**src/rtl/npt_pkg.sv**
```systemverilog
// Shared types and constants for the nearest point tracker.
// No dependencies; used by the queue, front, back and top level.
`default_nettype none

package npt_pkg;

  localparam int QDEPTH = 4;
  localparam int QPTR_W = $clog2(QDEPTH);
  localparam int QCNT_W = $clog2(QDEPTH + 1);

  localparam int CFG_IDX_W = 1;

  localparam int REFRESH_CYCLES = 4;
  localparam int REFRESH_W = $clog2(REFRESH_CYCLES + 1);

  typedef enum logic [CFG_IDX_W-1:0] {
    CFG_TARGET_X,
    CFG_TARGET_Y
  } cfg_idx_t;

  typedef struct packed {
    logic [QCNT_W-1:0] count;
    logic              empty;
  } qstat_t;

endpackage

`default_nettype wire

```
**src/rtl/npt_fifo.sv**
```systemverilog
// Short register queue between the distance front end and the winner back end.
// Depends on npt_pkg for its depth and status type.
`default_nettype none

module npt_fifo #(
  parameter int DATA_W = 102
) (
  input  logic              clk,
  input  logic              rst,
  input  logic              push,
  input  logic [DATA_W-1:0] push_data,
  input  logic              pop,
  output logic [DATA_W-1:0] pop_data,
  output npt_pkg::qstat_t   stat
);

  logic [DATA_W-1:0]              mem [npt_pkg::QDEPTH];
  logic [npt_pkg::QPTR_W-1:0]     wr_ptr;
  logic [npt_pkg::QPTR_W-1:0]     rd_ptr;
  logic [npt_pkg::QCNT_W-1:0]     count;

  always_ff @(posedge clk) begin
    if (push) begin
      mem[wr_ptr] <= push_data;
    end
  end

  always_ff @(posedge clk) begin
    if (rst) begin
      wr_ptr <= '0;
      rd_ptr <= '0;
      count  <= '0;
    end else begin
      if (push) begin
        wr_ptr <= wr_ptr + 1'b1;
      end
      if (pop) begin
        rd_ptr <= rd_ptr + 1'b1;
      end
      case ({push, pop})
        2'b10:   count <= count + 1'b1;
        2'b01:   count <= count - 1'b1;
        default: count <= count;
      endcase
    end
  end

  assign pop_data   = mem[rd_ptr];
  assign stat.count = count;
  assign stat.empty = (count == '0);

endmodule

`default_nettype wire

```
**src/rtl/npt_front.sv**
```systemverilog
// Front end: accepts points and computes their axis and squared distances.
// Depends on npt_pkg for the queue status; feeds npt_fifo.
`default_nettype none

module npt_front #(
  parameter int W = 16
) (
  input  logic                 clk,
  input  logic                 rst,
  input  logic                 point_valid,
  output logic                 point_stall,
  input  logic [W-1:0]         point_x,
  input  logic [W-1:0]         point_y,
  input  logic                 last_point,
  input  logic [W-1:0]         target_x,
  input  logic [W-1:0]         target_y,
  input  npt_pkg::qstat_t      qstat,
  output logic                 push,
  output logic [6*W+5:0]       push_data
);

  function automatic logic [W:0] absdiff(input logic [W-1:0] a, input logic [W-1:0] b);
    logic [W:0] d;
    d = {a[W-1], a} - {b[W-1], b};
    absdiff = d[W] ? (~d + 1'b1) : d;
  endfunction

  logic                      accept;
  logic [npt_pkg::QCNT_W:0]  occ;

  logic           s1_valid;
  logic [W-1:0]   s1_px;
  logic [W-1:0]   s1_py;
  logic           s1_last;
  logic [W:0]     s1_adx;
  logic [W:0]     s1_ady;

  logic           s2_valid;
  logic [W-1:0]   s2_px;
  logic [W-1:0]   s2_py;
  logic           s2_last;
  logic [W:0]     s2_adx;
  logic [W:0]     s2_ady;
  logic [2*W+1:0] s2_sqx;
  logic [2*W+1:0] s2_sqy;
  logic [2*W+2:0] d2;

  // Items in flight plus queued items never exceed the queue depth.
  assign occ = {1'b0, qstat.count} + {{npt_pkg::QCNT_W{1'b0}}, s1_valid}
             + {{npt_pkg::QCNT_W{1'b0}}, s2_valid};
  assign point_stall = (occ >= (npt_pkg::QCNT_W + 1)'(npt_pkg::QDEPTH));
  assign accept = point_valid && !point_stall;

  always_ff @(posedge clk) begin
    if (rst) begin
      s1_valid <= 1'b0;
      s2_valid <= 1'b0;
    end else begin
      s1_valid <= accept;
      s2_valid <= s1_valid;
    end
  end

  always_ff @(posedge clk) begin
    s1_px   <= point_x;
    s1_py   <= point_y;
    s1_last <= last_point;
    s1_adx  <= absdiff(point_x, target_x);
    s1_ady  <= absdiff(point_y, target_y);
    s2_px   <= s1_px;
    s2_py   <= s1_py;
    s2_last <= s1_last;
    s2_adx  <= s1_adx;
    s2_ady  <= s1_ady;
    s2_sqx  <= s1_adx * s1_adx;
    s2_sqy  <= s1_ady * s1_ady;
  end

  assign d2        = {1'b0, s2_sqx} + {1'b0, s2_sqy};
  assign push      = s2_valid;
  assign push_data = {s2_last, d2, s2_ady, s2_adx, s2_py, s2_px};

endmodule

`default_nettype wire

```
**src/rtl/npt_back.sv**
```systemverilog
// Back end: updates the three running winners and holds the result register.
// Depends on npt_pkg; drains npt_fifo.
`default_nettype none

module npt_back #(
  parameter int W = 16
) (
  input  logic             clk,
  input  logic             rst,
  input  npt_pkg::qstat_t  qstat,
  input  logic [6*W+5:0]   pop_data,
  output logic             pop,
  input  logic [W-1:0]     target_x,
  input  logic [W-1:0]     target_y,
  input  logic             cfg_write,
  output logic             result_valid,
  input  logic             result_stall,
  output logic [W-1:0]     nearx_px,
  output logic [W-1:0]     nearx_py,
  output logic [W-1:0]     neary_px,
  output logic [W-1:0]     neary_py,
  output logic [W-1:0]     nearest_px,
  output logic [W-1:0]     nearest_py
);

  function automatic logic [W:0] absdiff(input logic [W-1:0] a, input logic [W-1:0] b);
    logic [W:0] d;
    d = {a[W-1], a} - {b[W-1], b};
    absdiff = d[W] ? (~d + 1'b1) : d;
  endfunction

  logic [W-1:0]   e_px;
  logic [W-1:0]   e_py;
  logic [W:0]     e_adx;
  logic [W:0]     e_ady;
  logic [2*W+2:0] e_d2;
  logic           e_last;

  logic           set_empty;
  logic [W-1:0]   bx_x, bx_y, by_x, by_y, bo_x, bo_y;
  logic [W:0]     dx_best;
  logic [W:0]     dy_best;
  logic [2*W+2:0] d2_best;

  logic [W-1:0]   bx_x_next, bx_y_next, by_x_next, by_y_next, bo_x_next, bo_y_next;
  logic [W:0]     dx_best_next;
  logic [W:0]     dy_best_next;
  logic [2*W+2:0] d2_best_next;
  logic           upd_x, upd_y, upd_o;

  logic [npt_pkg::REFRESH_W-1:0] refresh_cnt;

  logic [W:0]     h_adx, h_ady, h_aox, h_aoy;
  logic [2*W+1:0] h_sqx, h_sqy;
  logic [2*W+2:0] h_d2;

  assign {e_last, e_d2, e_ady, e_adx, e_py, e_px} = pop_data;

  assign pop = !qstat.empty && (refresh_cnt == '0)
            && (!e_last || !result_valid || !result_stall);

  always_comb begin
    upd_x = set_empty || (e_adx < dx_best);
    upd_y = set_empty || (e_ady < dy_best);
    upd_o = set_empty || (e_d2 < d2_best);
    bx_x_next    = upd_x ? e_px  : bx_x;
    bx_y_next    = upd_x ? e_py  : bx_y;
    dx_best_next = upd_x ? e_adx : dx_best;
    by_x_next    = upd_y ? e_px  : by_x;
    by_y_next    = upd_y ? e_py  : by_y;
    dy_best_next = upd_y ? e_ady : dy_best;
    bo_x_next    = upd_o ? e_px  : bo_x;
    bo_y_next    = upd_o ? e_py  : bo_y;
    d2_best_next = upd_o ? e_d2  : d2_best;
  end

  // The stored distances are recomputed from the stored winners after a target change.
  always_ff @(posedge clk) begin
    h_adx <= absdiff(bx_x, target_x);
    h_ady <= absdiff(by_y, target_y);
    h_aox <= absdiff(bo_x, target_x);
    h_aoy <= absdiff(bo_y, target_y);
    h_sqx <= h_aox * h_aox;
    h_sqy <= h_aoy * h_aoy;
    h_d2  <= {1'b0, h_sqx} + {1'b0, h_sqy};
  end

  always_ff @(posedge clk) begin
    if (rst) begin
      refresh_cnt  <= '0;
      set_empty    <= 1'b1;
      result_valid <= 1'b0;
    end else begin
      if (cfg_write) begin
        refresh_cnt <= npt_pkg::REFRESH_W'(npt_pkg::REFRESH_CYCLES);
      end else if (refresh_cnt != '0) begin
        refresh_cnt <= refresh_cnt - 1'b1;
      end
      if (pop) begin
        set_empty <= e_last;
      end
      if (pop && e_last) begin
        result_valid <= 1'b1;
      end else if (!result_stall) begin
        result_valid <= 1'b0;
      end
    end
  end

  always_ff @(posedge clk) begin
    if (pop) begin
      if (e_last) begin
        bx_x <= '0;
        bx_y <= '0;
        by_x <= '0;
        by_y <= '0;
        bo_x <= '0;
        bo_y <= '0;
        nearx_px   <= bx_x_next;
        nearx_py   <= bx_y_next;
        neary_px   <= by_x_next;
        neary_py   <= by_y_next;
        nearest_px <= bo_x_next;
        nearest_py <= bo_y_next;
      end else begin
        bx_x <= bx_x_next;
        bx_y <= bx_y_next;
        by_x <= by_x_next;
        by_y <= by_y_next;
        bo_x <= bo_x_next;
        bo_y <= bo_y_next;
      end
      dx_best <= dx_best_next;
      dy_best <= dy_best_next;
      d2_best <= d2_best_next;
    end else if (refresh_cnt == npt_pkg::REFRESH_W'(1)) begin
      dx_best <= h_adx;
      dy_best <= h_ady;
      d2_best <= h_d2;
    end
  end

endmodule

`default_nettype wire

```
**src/rtl/nearest_point_tracker.sv**
```systemverilog
// Top level of the nearest point tracker: target registers, front end, queue, back end.
// Depends on npt_pkg, npt_front, npt_fifo and npt_back.
//
// Points arrive on the point channel (point_valid, point_stall) with signed
// coordinates point_x, point_y and a last_point flag that closes a set.
// A transfer on the point channel happens when point_valid is high and point_stall low.
// On each last point one result transfer follows on the result channel, carrying the
// points nearest the target in x, in y and by squared distance; ties keep the earlier point.
// From the transfer of a last point, the first distance stage loads at the transfer, then
// the second stage, the queue and the winner update follow in order before result_valid
// rises. One point is taken every cycle while point_stall is low.
// The target is written through cfg_valid, cfg_ready, cfg_index and cfg_data, which the
// user must do only while idle; the block does not enforce this. cfg_ready is always high.
// After each write the back end recomputes the stored winner distances; points stay queued.
// Reset clears the target to zero, empties the queue and the current set, and drops
// result_valid. While result_stall holds a result, points keep flowing until the next
// last point reaches the back end; the queue then fills and point_stall rises.
`default_nettype none

module nearest_point_tracker #(
  parameter int COORD_WIDTH = 16
) (
  input  logic                          clk,
  input  logic                          rst,
  input  logic                          point_valid,
  output logic                          point_stall,
  input  logic [COORD_WIDTH-1:0]        point_x,
  input  logic [COORD_WIDTH-1:0]        point_y,
  input  logic                          last_point,
  output logic                          result_valid,
  input  logic                          result_stall,
  output logic [COORD_WIDTH-1:0]        nearx_px,
  output logic [COORD_WIDTH-1:0]        nearx_py,
  output logic [COORD_WIDTH-1:0]        neary_px,
  output logic [COORD_WIDTH-1:0]        neary_py,
  output logic [COORD_WIDTH-1:0]        nearest_px,
  output logic [COORD_WIDTH-1:0]        nearest_py,
  input  logic                          cfg_valid,
  output logic                          cfg_ready,
  input  logic [npt_pkg::CFG_IDX_W-1:0] cfg_index,
  input  logic [COORD_WIDTH-1:0]        cfg_data
);

  localparam int EW = 6 * COORD_WIDTH + 6;

  logic [COORD_WIDTH-1:0] target_x;
  logic [COORD_WIDTH-1:0] target_y;
  logic                   cfg_write;
  logic                   push;
  logic [EW-1:0]          push_data;
  logic                   pop;
  logic [EW-1:0]          pop_data;
  npt_pkg::qstat_t        qstat;

  assign cfg_ready = 1'b1;
  assign cfg_write = cfg_valid && cfg_ready;

  always_ff @(posedge clk) begin
    if (rst) begin
      target_x <= '0;
      target_y <= '0;
    end else if (cfg_write) begin
      case (cfg_index)
        npt_pkg::CFG_TARGET_X: target_x <= cfg_data;
        npt_pkg::CFG_TARGET_Y: target_y <= cfg_data;
        default: ;
      endcase
    end
  end

  npt_front #(.W(COORD_WIDTH)) u_front (
    .clk         (clk),
    .rst         (rst),
    .point_valid (point_valid),
    .point_stall (point_stall),
    .point_x     (point_x),
    .point_y     (point_y),
    .last_point  (last_point),
    .target_x    (target_x),
    .target_y    (target_y),
    .qstat       (qstat),
    .push        (push),
    .push_data   (push_data)
  );

  npt_fifo #(.DATA_W(EW)) u_fifo (
    .clk       (clk),
    .rst       (rst),
    .push      (push),
    .push_data (push_data),
    .pop       (pop),
    .pop_data  (pop_data),
    .stat      (qstat)
  );

  npt_back #(.W(COORD_WIDTH)) u_back (
    .clk          (clk),
    .rst          (rst),
    .qstat        (qstat),
    .pop_data     (pop_data),
    .pop          (pop),
    .target_x     (target_x),
    .target_y     (target_y),
    .cfg_write    (cfg_write),
    .result_valid (result_valid),
    .result_stall (result_stall),
    .nearx_px     (nearx_px),
    .nearx_py     (nearx_py),
    .neary_px     (neary_px),
    .neary_py     (neary_py),
    .nearest_px   (nearest_px),
    .nearest_py   (nearest_py)
  );

endmodule

`default_nettype wire

```
**config.mk**
```make
export PLATFORM = sky130hd
export DESIGN_NAME = nearest_point_tracker
export DESIGN_NICKNAME = d
export VERILOG_FILES = /design/src/rtl/npt_pkg.sv /design/src/rtl/npt_fifo.sv /design/src/rtl/npt_front.sv /design/src/rtl/npt_back.sv /design/src/rtl/nearest_point_tracker.sv
export SDC_FILE = /design/constraint.sdc
export NUM_CORES = 2
export LEC_CHECK = 0
export ABC_CLOCK_PERIOD_IN_PS = 18660
export BUFFER_PORTS_ARGS = -buffer_cell sky130_fd_sc_hd__buf_2
export CAP_MARGIN = 10
export CORE_MARGIN = 2
export CORE_UTILIZATION = 45
export DETAILED_ROUTE_END_ITERATION = 6
export GPL_TIMING_DRIVEN = 0
export SETUP_SLACK_MARGIN = 0.3
export SYNTH_ARGS = -nofsm -noshare
export SYNTH_HDL_FRONTEND = slang
export SYNTH_SLANG_ARGS = --single-unit
```
**constraint.sdc**
```tcl
create_clock -name clk -period 18.66 [get_ports clk]
set_clock_uncertainty 0.1 [all_clocks]
set_input_delay 1.866 -clock clk [delete_from_list [all_inputs] [get_ports clk]]
set_output_delay 1.866 -clock clk [all_outputs]
set_load 0.05 [all_outputs]
```
### Word level (Yosys, flattened, before mapping)

Memory sizes are Yosys's and may differ from the RTL's. A register that Yosys moved wholly into a read port is not among the register bits.
Cells that the tools add are included.

* register bits after elaboration: 680
* memory bits (writable): 408
* bits of input ports: 55
* memories kept: 1
* logic and storage cells: 152
* output and inout port bits: 99

Memory list
* u_fifo.mem: depth 4, bits a word 102, rd ports 1, clocked after Yosys merged registers in 1, write ports 1, line npt_fifo.sv:17 `logic [DATA_W-1:0] mem [npt_pkg::QDEPTH];`

* eq/ne operators: 7
* $mul: 4
* multiplexer cells: 30
* $lt $le $gt $ge: 4
* $add $sub $neg: 21
* bitwise gates (word level): 7
* reduce and logical (&&, ||, !) cells: 27

Operators with widths (count)
* 16-bit two-way mux: 12
* 17-bit by 17-bit multiplier with 34-bit output: 4
* 35-bit two-way mux: 3
* 17-bit by 1-bit adder with 17-bit output, second input constant: 6
* 17-bit two-way mux: 6
* 17-bit inverter: 6
* 16-bit by 16-bit subtractor with 17-bit output: 6
* 34-bit by 34-bit adder with 35-bit output: 2
* 35-bit < comparator: 1
* 17-bit < comparator: 2
* 2-bit AND reduction: 6
* 3-bit zero test: 2
* 3-bit two-way mux: 2
* 2-bit != test, second input constant: 3
* 3-bit one-hot mux with 2 select lines: 1
* 2-bit nonzero test: 3
* 3-bit by 1-bit subtractor with 3-bit output, second input constant: 2
* 1-bit zero test: 5
* 1-bit logical OR: 5
* 2-bit by 1-bit adder with 2-bit output, second input constant: 2
* 3-bit by 1-bit adder with 4-bit output: 1
* 4-bit by 1-bit adder with 4-bit output: 1
* 4-bit by 3-bit greater-or-equal comparator with 1-bit output, second input constant: 1
* 1-bit logical AND: 4
* 10 further kinds: 14

### Depth between registers and ports, before layout

* depth after elaboration: 6
* gate-level depth with buffers: 25
* depth with buffers taken out: 24

### Hierarchy

From an unflattened synthesis, not the netlist that was laid out.

* cell total of the unflattened synthesis: 7301
* area total of the unflattened synthesis: 79766.5 um^2

By module, submodules not included
* npt_back: sequential area each 11320.9 um^2, instances 1, cells each 3987, area an instance 39009.9 um^2
* npt_front: sequential area each 4003.8 um^2, instances 1, cells each 2609, area an instance 24242.0 um^2
* npt_fifo: sequential area each 12431.9 um^2, instances 1, cells each 578, area an instance 15139.5 um^2
* nearest_point_tracker: sequential area each 640.6 um^2, instances 1, cells each 127, area an instance 1375.1 um^2

### Worst setup path after synthesis

OpenSTA, ideal clock, no wires.

* kind: input -> register
* start point: input result_stall
* end point: register u_fifo.count[2] (netlist name)
* data arrival time: 6821 ps
* slack: 11669 ps
* library setup time: 70 ps
* data required time: 18490 ps
* stages: 10
* buffers on the path: 2
* cells stage by stage: a311o_1 > clkbuf_1 > inv_1 > clkbuf_1 > ha_1 > inv_1 > fa_1 > xor2_1 > or3_1 > a21oi_1

* word-level cells in the longest chain between the ends: 5
* elaborated cells between the ends (all ways): 7
* classes of those cells: 2 x eq/ne; 1 x mux; 4 x reduce/logical

Ends and longest elaborated chain
* start, declared: line nearest_point_tracker.sv:31 `input logic result_stall,`
* 1-bit zero test *: line npt_back.sv:60 `&& (!e_last || !result_valid || !result_stall);`
* 1-bit logical OR *: line npt_back.sv:60
* 1-bit logical AND *: line npt_back.sv:60
* via pop: line nearest_point_tracker.sv:51 `logic pop;`
* 2-bit by 1-bit equality test with 1-bit output or 2-bit equality test (tied branches): line npt_fifo.sv:40 `case ({push, pop})`
* 3-bit one-hot mux with 2 select lines or 2-bit nonzero test (tied branches)
* end signal, assigned: line npt_fifo.sv:41 `2'b10: count <= count + 1'b1;`
* end signal, assigned: line npt_fifo.sv:42 `2'b01: count <= count - 1'b1;`
* end signal, assigned: line npt_fifo.sv:43 `default: count <= count;`
* end, declared: line npt_fifo.sv:20 `logic [npt_pkg::QCNT_W-1:0] count;`

The timed path passes the listed nets; every way through them passes the cells marked *.
A chain may end at the register's enable or synchronous reset.

### Worst setup path after layout

* start point: register u_back.h_aox[5]
* end point: register u_back.h_sqx[33]

* word-level cells in the longest chain between the ends: 1

Ends and longest elaborated chain
* start, declared: line npt_back.sv:53 `logic [W:0] h_adx, h_ady, h_aox, h_aoy;`
* start signal, assigned: line npt_back.sv:81 `h_aox <= absdiff(bo_x, target_x);`
* 17-bit by 17-bit multiplier with 34-bit output: line npt_back.sv:83 `h_sqx <= h_aox * h_aox;`
* end signal, assigned: line npt_back.sv:83
* end, declared: line npt_back.sv:54 `logic [2*W+1:0] h_sqx, h_sqy;`

Every way passes these cells.

==> impl_metrics.toml <==
[global_routing]
use_met2_pct = 38.2
use_met1_pct = 28.9
grt_pass1_vias = 53027
grt_pass1_wl_mm = 298
grt_max_degree = 59
overflow = 0
met3_usage_pct = 2.30
antenna_found_initial = 9
grt_usage_pct = 22.0
grt-busiest-layer = "met2"

[route]
drc = 0
wl_mm = 189
vias = 50188
antenna_left = 0
viasPerCell = 5.16
drtIter0Drc = 3235
wire_per_inst_um = 19.5
drtPass1Iterations = 5

[place]
postPlaceCellArea_um2 = 81800
gp_congestion = 0.887
portBuffers = 151
post-dp-hpwl_mm = 150

[cts]
holdBufCountCts = 0
ctsResizeCount = 0
postCtsSetupBuffers = 0
cts_max_path_buffers = 3
path_clk_slew_ps = 60
cts_tree = "built"
root_buffer = "clkbuf_16"
cts_buffers = 111
insertion_delay_ps = 730
h-tree-depth = 3
cts.sinks = 1084

[yosys]
synth_edf_count = 669
yosysMostFrequentCell = "inv_1"
synth_cell_types = 86
yosysTopAreaCellShare_pct = 25.8
syn_area_um2 = 77800
ys_warn_count = 0
synth_cells = 7033
async_flop_share_pct = 0
ys_seq_area_share_pct = 36.5
netlist.top_cell.by_area = "edfxtp_1"
ys.flop_type = "edfxtp_1"
synth_nets = 8535
synthTopCellsByCount = "1286 x inv_1, 767 x fa_1, 702 x nand2_1, 680 x ha_1, 669 x edfxtp_1"
ys_top_cells_by_area = "edfxtp_1 26%, fa_1 20%, ha_1 11%"
syn_avg_cell_area_um2 = 11.1
ys_ff_latch = 1084

[die]
coreArea_um2 = 172000
dieHeight_um = 420
die_width_um = 420
boundaryPins = 154
fp.dieArea_um2 = 176000
rows = 152
initial_core_util_pct = 45.3

[worst_setup_path]
crit_top_cell = "fa_1"
crit_path_end_kind = "flop"
cpPeakStageDelay_ps = 740
rr_startpoint = "u_back.h_aox[5]$_DFF_P_"
crit_chain = "clkbuf_1 -> nand2_1 -> fa_1 -> inv_1 -> fa_1 -> fa_1 -> fa_1 -> fa_1 -> inv_1 -> fa_1 -> inv_1 -> ha_1 -> nand2_1 -> nor3b_1 -> nand2_1 -> a311o_1 -> a31oi_1 -> nor4b_1 -> o41ai_1 -> a21oi_1 -> xnor2_1"
arrival_ps = 8440
crit_type = "reg2reg"
slowest_stage = "clkbuf_1"
worst-path-buf-inv = 4
startpoint_type = "flop"
cpLargestDelayFamily = "adder cells"
cp_max_fo = 10
setup.worst_path.start = "u_back.h_aox[5]$_DFF_P_"
worstPathRequired_ps = 19190

[run]
maxCapViolCount = 0

[finish]
syn2layout_area_growth_pct = 9.87
drive_gt1_share_pct = 7.83
fillerInstances = 15445
layout.nets = 8809
design_area_um2 = 85500

[run_status]
status = "finished, final reports clean"

[timing]
slew_violations = 0
whs_ps = 221
tns_ps = 0
max_freq_ghz = 0.126
hold_viol = 0
grt_setup_unrepaired = "false"
fin_crit_sh_pct = 42.4
period_minus_slack_ps = 7910
tightest_slew_ps = 1240
setup_viol = 0
slew_headroom_pct = 17.6

[worst_hold_path]
hold_path.class = "reg2reg"
holdCritStartpoint = "u_front.s1_py[7]$_DFF_P_"
## per-stage QoR
step / utilization [%] / cells / worst slack [ps]
2_1_floorplan: - / 7033 / 11670
3_3_place_gp: 47.4 / 9494 / 9340
3_5_place_dp: 47.6 / 9504 / 10770
4_1_cts: 49.8 / 9714 / 10720
5_1_grt: 49.8 / 9717 / 10270
6_report: 49.8 / 9719 / 10750
## final timing paths
check / end / slack [ps] / cells past startpoint
max: u_back.h_sqx[33]$_DFF_P_ / 10750 / 21
max reg2reg: u_back.h_sqx[33]$_DFF_P_ / 10750 / 21
min reg2reg: u_front.s2_py[7]$_DFF_P_ / 220 / 0
min: u_front.s2_py[7]$_DFF_P_ / 220 / 0
## cell usage in the layout, fill, tap and decap left out, types with 75 or more instances in the layout
| cell type | count |
|---|---|
| a21oi_1 | 258 |
| xnor2_1 | 244 |
| nor2_1 | 233 |
| edfxtp_1 | 669 |
| clkbuf_16 | 114 |
| nor2b_1 | 153 |
| mux4_2 | 102 |
| ha_1 | 680 |
| a21o_1 | 121 |
| nand2_1 | 701 |
| buf_2 | 156 |
| and2_1 | 236 |
| xor2_1 | 108 |
| mux2_2 | 75 |
| clkbuf_1 | 156 |
| o21ai_0 | 119 |
| inv_1 | 1285 |
| fa_1 | 767 |
| dfxtp_1 | 415 |
## registers in the layout, indices dropped and copies added (netlist names), 17 cells and up, named ones only
register / cells
u_back.h_adx: 17
u_front.s2_sqx: 32
u_back.h_ady: 17
u_front.s2_ady: 17
u_back.h_aoy: 17
u_back.h_sqy: 33
u_back.d2_best: 35
u_front.s1_adx: 17
u_back.dy_best: 17
u_fifo.mem: 408
u_back.dx_best: 17
u_back.h_sqx: 33
u_back.h_d2: 35
u_back.h_aox: 17
u_front.s2_sqy: 32
u_front.s1_ady: 17
u_front.s2_adx: 17
## routing by layer
| metal | part of all wire, % | wire (µm) |
|---|---|---|
| met3 | 4.1 | 7730 |
| met4 | 3.0 | 5720 |
| met1 | 43 | 81200 |
| met5 | 0 | 0 |
| met2 | 50 | 94600 |
## final cells by class
type / instances / area (µm²) / share of cell area, %
multi-input cells: 4495 / 43900 / 51.4
flip-flops and latches: 1084 / 28400 / 33.2
inverters: 1286 / 4830 / 5.65
clock buffers: 137 / 3050 / 3.57
well taps: 2310 / 2890 / 3.38
repair buffers: 161 / 1030 / 1.21
plain buffers: 168 / 668 / 0.782
clock inverters: 73 / 664 / 0.777
diodes: 5 / 12.5 / 0.0146
## worst register-to-register path, cell delays in order (launching register included)
cell and delay, ps:
dfxtp_1 720, clkbuf_1 740, nand2_1 240, fa_1 560, inv_1 50, fa_1 570, fa_1 430, fa_1 480
fa_1 520, inv_1 50, fa_1 510, inv_1 60, ha_1 380, nand2_1 140, nor3b_1 510, nand2_1 130
a311o_1 400, a31oi_1 340, nor4b_1 110, o41ai_1 420, a21oi_1 140, xnor2_1 210
## logic make-up (layout without fill, tap and decap cells)
group / count (synthesis) / in the layout / synth area share [%]
xor+xnor: 352 / 352 / 3.96
buf+inv: 1454 / 1825 / 7.06
other cells: 1 / 6 / 0.00482
simple gates: 1646 / 1646 / 10.2
flops: 1084 / 1084 / 36.5
compound gates: 836 / 836 / 7.08
fa+ha+maj: 1447 / 1447 / 30.7
mux: 213 / 213 / 4.55
Power is left out: the tool's default activity adds up to more than one toggle a clock period on the data nets, which glitch-free logic cannot reach.
